==> src/rtl/fpsc_pkg.sv <==
`timescale 1ns / 1ps

package fpsc_pkg;

    // Angle constants in 16.16 fixed point.
    localparam logic [17:0] PI_Q16      = 18'h3243F;
    localparam logic [31:0] HALF_PI_Q16 = 32'h0001921F;

    // Polynomial coefficients in 16.16 fixed point.
    localparam logic [15:0] COEF_A = 16'h099F;
    localparam logic [15:0] COEF_B = 16'h3C71;
    localparam logic [15:0] COEF_C = 16'h0EEC;
    localparam logic [15:0] COEF_D = 16'hFB62;

    // Reciprocal of pi scaled by 2^32, rounded down. The quotient estimate
    // floor(x * RECIP_PI / 2^32) is low by at most one for any x up to 2^31.
    localparam int          RECIP_SHIFT = 32;
    localparam logic [14:0] RECIP_PI    = 15'((64'd1 << RECIP_SHIFT) / 64'(PI_Q16));

    // Control that travels alongside the data in pipeline stages 2 to 10.
    typedef struct packed {
        logic vld;
        logic neg;
    } t_tag;

endpackage

==> src/rtl/fpsc_mod_pi.sv <==
`timescale 1ns / 1ps

module fpsc_mod_pi (
    input  logic              i_clk,
    input  logic              i_rst_n,
    input  logic              i_en,
    input  logic [31:0]       i_x,
    input  fpsc_pkg::t_tag    i_tag,
    output logic [17:0]       o_x,
    output fpsc_pkg::t_tag    o_tag
);
    import fpsc_pkg::*;

    logic [46:0] w_qprod;
    logic [18:0] w_rem;
    logic        w_ge;

    t_tag        r3_tag, r4_tag, r5_tag, r6_tag;
    logic [31:0] r3_x, r4_x;
    logic [14:0] r3_q;
    logic [32:0] r4_m;
    logic        r4_q0, r5_q0, r5_gt;
    logic [18:0] r5_rem;
    logic [17:0] r5_xlo, r6_x;
    logic [17:0] n6_x;
    logic        n6_neg;

    // Quotient estimate through the reciprocal; it is exact or one short.
    assign w_qprod = 47'(i_x) * 47'(RECIP_PI);

    // Final correction: at most one subtraction of pi remains.
    assign w_ge  = (r5_rem >= 19'(PI_Q16));
    assign w_rem = w_ge ? (r5_rem - 19'(PI_Q16)) : r5_rem;

    always_comb begin
        n6_x   = r5_gt ? w_rem[17:0] : r5_xlo;
        n6_neg = r5_tag.neg ^ (r5_gt & (r5_q0 ^ w_ge));
    end

    always_ff @(posedge i_clk) begin
        if (!i_rst_n) begin
            r3_tag.vld <= 1'b0;
            r4_tag.vld <= 1'b0;
            r5_tag.vld <= 1'b0;
            r6_tag.vld <= 1'b0;
        end else if (i_en) begin
            r3_tag <= i_tag;
            r4_tag <= r3_tag;
            r5_tag <= r4_tag;
            r6_tag <= '{vld: r5_tag.vld, neg: n6_neg};
        end
    end

    always_ff @(posedge i_clk) begin
        if (i_en) begin
            r3_x   <= i_x;
            r3_q   <= w_qprod[46:RECIP_SHIFT];
            r4_x   <= r3_x;
            r4_m   <= 33'(r3_q) * 33'(PI_Q16);
            r4_q0  <= r3_q[0];
            r5_rem <= 19'(r4_x - r4_m[31:0]);
            r5_gt  <= (r4_x > 32'(PI_Q16));
            r5_xlo <= r4_x[17:0];
            r5_q0  <= r4_q0;
            r6_x   <= n6_x;
        end
    end

    assign o_x   = r6_x;
    assign o_tag = r6_tag;

endmodule

==> src/rtl/fpsc_poly.sv <==
`timescale 1ns / 1ps

module fpsc_poly (
    input  logic                i_clk,
    input  logic                i_rst_n,
    input  logic                i_en,
    input  logic [17:0]         i_x,
    input  fpsc_pkg::t_tag      i_tag,
    output logic signed [18:0]  o_value,
    output logic                o_valid
);
    import fpsc_pkg::*;

    logic [33:0] w_td;
    logic [35:0] w_p2, w_tc;
    logic [37:0] w_p3, w_tb;
    logic [39:0] w_p4, w_ta;
    logic signed [24:0] w_sum, w_res;

    t_tag        r7_tag, r8_tag, r9_tag, r10_tag;
    logic        r11_vld;
    logic [17:0] r7_x, r8_x, r7_td;
    logic [19:0] r7_p2;
    logic [20:0] r8_spos, r9_spos, r10_spos;
    logic [21:0] r8_p3, r9_tb, r10_tb;
    logic [23:0] r9_p4, r10_ta;
    logic signed [18:0] r11_value;

    // Every product is floored to 16.16 before the next stage uses it.
    assign w_td = 34'(COEF_D) * 34'(i_x);
    assign w_p2 = 36'(i_x) * 36'(i_x);
    assign w_tc = 36'(COEF_C) * 36'(r7_p2);
    assign w_p3 = 38'(r7_p2) * 38'(r7_x);
    assign w_tb = 38'(COEF_B) * 38'(r8_p3);
    assign w_p4 = 40'(r8_p3) * 40'(r8_x);
    assign w_ta = 40'(COEF_A) * 40'(r9_p4);

    assign w_sum = $signed(25'(r10_spos)) + $signed(25'(r10_ta)) - $signed(25'(r10_tb));
    assign w_res = r10_tag.neg ? -w_sum : w_sum;

    always_ff @(posedge i_clk) begin
        if (!i_rst_n) begin
            r7_tag.vld  <= 1'b0;
            r8_tag.vld  <= 1'b0;
            r9_tag.vld  <= 1'b0;
            r10_tag.vld <= 1'b0;
            r11_vld     <= 1'b0;
        end else if (i_en) begin
            r7_tag  <= i_tag;
            r8_tag  <= r7_tag;
            r9_tag  <= r8_tag;
            r10_tag <= r9_tag;
            r11_vld <= r10_tag.vld;
        end
    end

    always_ff @(posedge i_clk) begin
        if (i_en) begin
            r7_x      <= i_x;
            r7_td     <= w_td[33:16];
            r7_p2     <= w_p2[35:16];
            r8_x      <= r7_x;
            r8_spos   <= 21'(r7_td) + 21'(w_tc[35:16]);
            r8_p3     <= w_p3[37:16];
            r9_spos   <= r8_spos;
            r9_tb     <= w_tb[37:16];
            r9_p4     <= w_p4[39:16];
            r10_spos  <= r9_spos;
            r10_tb    <= r9_tb;
            r10_ta    <= w_ta[39:16];
            r11_value <= w_res[18:0];
        end
    end

    assign o_value = r11_value;
    assign o_valid = r11_vld;

endmodule

==> src/rtl/fixed_point_sine_cosine.sv <==
`timescale 1ns / 1ps
// Fixed-point sine/cosine unit, signed 16.16 angle in, signed 3.16 value out.
// Throughput: one transaction per cycle while the output is not stalled; the depth
// is set by the chain of dependent multipliers (quotient estimate, pi product,
// x^2, x^3, x^4 terms).
// Reset (synchronous, active low) clears every stage valid bit at once.

module fixed_point_sine_cosine (
    input  logic               i_clk,
    input  logic               i_rst_n,
    input  logic               i_valid,
    output logic               o_stall,
    input  logic               i_action,
    input  logic signed [31:0] i_angle,
    output logic               o_valid,
    input  logic               i_stall,
    output logic signed [18:0] o_value
);
    import fpsc_pkg::*;

    // The whole pipeline moves as one. It only holds when a finished result
    // sits in the output register and the downstream side stalls it, so a
    // new transaction is accepted in every cycle that the output drains.
    logic w_adv;

    // Stage 1: cosine is computed as sine of the angle plus pi/2, with the
    // sum wrapping modulo 2^32 just like the 32-bit angle itself.
    logic        r1_vld;
    logic [31:0] r1_ang;
    logic [31:0] n1_ang;

    // Stage 2: magnitude of the angle and the sign flip that goes with it.
    // The most negative angle yields magnitude 2^31, which is still reduced
    // correctly below.
    t_tag        r2_tag;
    logic [31:0] r2_x;
    logic [31:0] n2_x;
    logic        n2_neg;

    // Stages 3 to 6 reduce the magnitude modulo pi, toggling the sign on an
    // odd quotient. A magnitude of exactly pi is left as pi.
    logic [17:0] w_xr;
    t_tag        w_xr_tag;

    assign o_stall = o_valid & i_stall;
    assign w_adv   = ~o_stall;

    always_comb begin
        n1_ang = $unsigned(i_angle) + (i_action ? HALF_PI_Q16 : 32'd0);
        n2_neg = r1_ang[31];
        n2_x   = n2_neg ? (32'd0 - r1_ang) : r1_ang;
    end

    always_ff @(posedge i_clk) begin
        if (!i_rst_n) begin
            r1_vld     <= 1'b0;
            r2_tag.vld <= 1'b0;
        end else if (w_adv) begin
            r1_vld <= i_valid;
            r2_tag <= '{vld: r1_vld, neg: n2_neg};
        end
    end

    always_ff @(posedge i_clk) begin
        if (w_adv) begin
            r1_ang <= n1_ang;
            r2_x   <= n2_x;
        end
    end

    fpsc_mod_pi u_mod_pi (
        .i_clk   (i_clk),
        .i_rst_n (i_rst_n),
        .i_en    (w_adv),
        .i_x     (r2_x),
        .i_tag   (r2_tag),
        .o_x     (w_xr),
        .o_tag   (w_xr_tag)
    );

    // Stages 7 to 11 evaluate d*x + c*x^2 - b*x^3 + a*x^4 on the reduced
    // angle, apply the sign flip to the final sum and keep the low 19 bits.
    // The last stage is the output register.
    fpsc_poly u_poly (
        .i_clk   (i_clk),
        .i_rst_n (i_rst_n),
        .i_en    (w_adv),
        .i_x     (w_xr),
        .i_tag   (w_xr_tag),
        .o_value (o_value),
        .o_valid (o_valid)
    );

endmodule

==> config.mk <==
export PLATFORM = sky130hd
export DESIGN_NAME = fixed_point_sine_cosine
export DESIGN_NICKNAME = d
export VERILOG_FILES = /design/src/rtl/fpsc_pkg.sv /design/src/rtl/fpsc_mod_pi.sv /design/src/rtl/fpsc_poly.sv /design/src/rtl/fixed_point_sine_cosine.sv
export SDC_FILE = /design/constraint.sdc
export NUM_CORES = 2
export LEC_CHECK = 0
export BUFFER_PORTS_ARGS = -buffer_cell sky130_fd_sc_hd__buf_4
export CAP_MARGIN = 5
export CORE_MARGIN = 5
export CORE_UTILIZATION = 65
export CTS_CLUSTER_DIAMETER = 120
export CTS_CLUSTER_SIZE = 16
export DETAILED_ROUTE_END_ITERATION = 8
export HOLD_SLACK_MARGIN = 0.1
export PLACE_DENSITY = 0.9
export REMOVE_ABC_BUFFERS = 1
export SYNTH_ARGS = -nofsm -noshare
export SYNTH_HDL_FRONTEND = slang
export SYNTH_SLANG_ARGS = --single-unit
==> constraint.sdc <==
create_clock -name i_clk -period 37.2 [get_ports i_clk]
set_input_delay 7.44 -clock i_clk [delete_from_list [all_inputs] [get_ports i_clk]]
set_output_delay 7.44 -clock i_clk [all_outputs]
set_load 0.02 [all_outputs]
==> qor.csv <==
stage,metric,value,unit
die,Die X,361,um
synthesis,"EDFF count, synth",481,
die,Std-Cell Rows,128,
global_route,most used routing layer,met2,
sta,Final Hold Fails,0,
synthesis,ys async rst share,0,%
clock_network,Clock Latency Late Sink,610,ps
synthesis,YS warnings,0,
setup_path,worst r2r src,u_poly.r8_p3[0],
setup_path,Setup CP Type,input pin to primary output,
sta,post-route clock skew,35.6,ps
hold_path,Tightest Hold Check Type,flip-flop to flip-flop,
detailed_routing,Final ANT Viol Nets,0,
detailed_routing,initial DRC count,4367,
setup_path,critical path's largest stage delay,680,ps
placement,PortBufs,57,
detailed_routing,drt first pass iters,6,
setup_path,worst-path cell chain,buf_4 -> nand2_4 -> inv_1 -> buf_4,
detailed_routing,DR vias/cell,5.84,
global_route,pin count of the biggest net entering global routing,80,
global_route,number of global-route vias before repair,61800,
hold_path,Worst Hold Launch,u_poly.r9_tb[14],
finish,nets,10300,
clock_network,Hold Buf Count CTS,0,
setup_path,CP Max Fanout,74,
clock_network,Root Driver,clkbuf_16,
detailed_routing,WL/cell,20.1,um
global_route,GRT Util Overall,29.5,%
global_route,met2 Use GR,51.3,%
synthesis,"Seq/Total Area, Yosys",18.3,%
synthesis,Avg Synthesized Cell Area,10.4,um2
die,overall die height,361,um
clock_network,TritonCTS clock tree,yes,
die,IO Pins,58,
setup_path,CP endpoint kind,primary output,
global_route,GRT overflow,0,
sta,Max Freq,61.1,MHz
setup_path,CP top delay family,buffers and inverters,
clock_network,clk buf depth,3,
detailed_routing,DR vias,54400,
clock_network,htree depth,2,
placement,"worst slack, placed",20810,ps
setup_path,most frequent CP cell,buf_4,
sta,crit share post-route,44.0,%
synthesis,Synth Flop Type,edfxtp_1,
detailed_routing,# DRC,0,
sta,final setup fails,0,
detailed_routing,drt total wl,187,mm
clock_network,number of gates resized after cts,0,
setup_path,Worst setup startpoint,i_stall,
setup_path,CP startpoint kind,input pin,
placement,DP Wirelength,147,mm
sta,Worst slew margin,12.5,%
outcome,status,finished clean,
sta,actual slew at the worst max-slew pin,1310,ps
global_route,first-pass GRT wire length,310,mm
die,Starting Density,65.6,%
clock_network,clock net sink count,492,
synthesis,Post-Syn Instances,7683,
global_route,met1 usage,35.7,%
sta,setup total negative slack,0,ps
sta,fin worst setup slack,20830,ps
clock_network,CTS buffer count,39,
synthesis,Post-Syn Area,0.0801,mm2
sta,minimum clock period,16370,ps
synthesis,post-synthesis cell type count,70,
setup_path,Worst EP required,29760,ps
clock_network,Post-CTS Setup Inserts,0,
setup_path,CP Buf/Inv Count,3,
global_route,grt met3 use,5.34,%
setup_path,critical path data arrival time,8930,ps
sta,RSZ-0062 raised after global routing,false,
die,core area,0.122,mm2
setup_path,flop2flop setup slack,29010,ps
setup_path,Worst path slowest cell,nand2_4,
finish,Area Growth Syn to Fin,4.29,%
synthesis,Seq cells post-synth,492,
placement,Placer Congestion,0.916,
global_route,antenna violations before repair,4,
run,max-cap violation count,0,
die,die area,0.130,mm2
finish,share of layout cells above drive strength 1,2.66,%
sta,Max Slew Vio Count,0,
clock_network,clk slew on worst S/H paths,80,ps
[stage by stage]
step           cells  hold slack [ps]  instance area (um2)  util (%)
2_1_floorplan   7505              400                79400         -
6_report        9311              416                83500      68.4
3_3_place_gp    9254              401                82400      67.5
3_5_place_dp    9254              405                82400      67.5
5_1_grt         9308              423                83500      68.4
4_1_cts         9308              418                83500      68.4
[metal layers]
layer,up-vias,part of all wire [%]
li1,23500,-
met1,27200,35
met2,2875,50
met3,866,8.8
met4,2,5.8
met5,-,0.0069
[kinds of logic after synthesis]
group	after synthesis	share of synthesized area [%]
compound gates	575	4.79
xor+xnor	303	3.31
simple gates	1485	8.67
buf+inv	2260	10.6
mux	3	0.0406
fa+ha+maj	2565	54.3
flops	492	18.3
[cell usage in the layout (no fill, tap or decap), types with 11 or more instances in the layout]
cell / n
inv_1: 2074
fa_1: 1514
ha_1: 1051
nand2_1: 706
edfxtp_1: 481
and2_1: 275
xnor2_1: 233
nor2_1: 225
a21oi_1: 155
buf_4: 124
o21ai_0: 96
xor2_1: 70
a21o_1: 65
nor3_1: 51
clkbuf_16: 40
o21a_1: 39
nand3_1: 39
nor2b_1: 35
nand4_1: 29
o21bai_1: 28
and3_1: 28
o31ai_1: 22
nand2b_1: 21
a21boi_0: 21
a31oi_1: 20
a211oi_1: 18
or3_1: 15
a211o_1: 12
o211ai_1: 12
nor4_1: 11
dfxtp_1: 11
[worst paths after layout]
| kind | cells after the start | endpoint |
|---|---|---|
| worst max-delay path | 4 | o_stall |
| worst min-delay path | 0 | u_poly.r10_tb[14] |
| worst max register to register | 22 | u_poly.r9_tb[16] |
| worst min register to register | 0 | u_poly.r10_tb[14] |
[state kept, by name (all words and copies together), names as in the netlist, 19 cells and up]
register	flops
u_poly.r9_spos	19
u_mod_pi.r4_m	19
u_mod_pi.r3_x	32
u_poly.r8_p3	22
u_mod_pi.r5_rem	19
u_poly.r8_spos	19
r2_x	32
u_poly.r10_tb	19
u_poly.r10_ta	19
u_poly.r10_spos	19
u_poly.r7_p2	20
r1_ang	32
u_mod_pi.r4_x	32
u_poly.r9_tb	19
u_poly.r9_p4	24
u_poly.o_value	19
[final cells by class]
cell class                 instances  area (um2)
tap                             1625        2030
inverter                        2082        7820
fill                            7995       38500
sequential                       492       14700
clock inverter                     7        91.3
antenna                            3        7.51
timing repair buffer             124         931
multi-input combinational       4931       56900
clock buffer                      47        1030
[cell usage after synthesis (23+ instances only)]
cell type	instances	area [um2]
and2_1	275	1720
o21ai_0	96	480
nor2b_1	35	219
o21bai_1	28	210
xor2_1	70	613
clkbuf_1	171	642
fa_1	1514	30300
nand4_1	29	181
and3_1	28	175
o31ai_1	23	173
xnor2_1	233	2040
nor2_1	225	845
nand2_1	707	2650
a21o_1	65	488
inv_1	2074	7780
nand3_1	39	195
ha_1	1051	13200
edfxtp_1	481	14400
o21a_1	39	293
nor3_1	51	255
a21oi_1	155	776
Power is not shown: default switching activity piles up to over one toggle a cycle in this logic, so the estimate is an artifact.
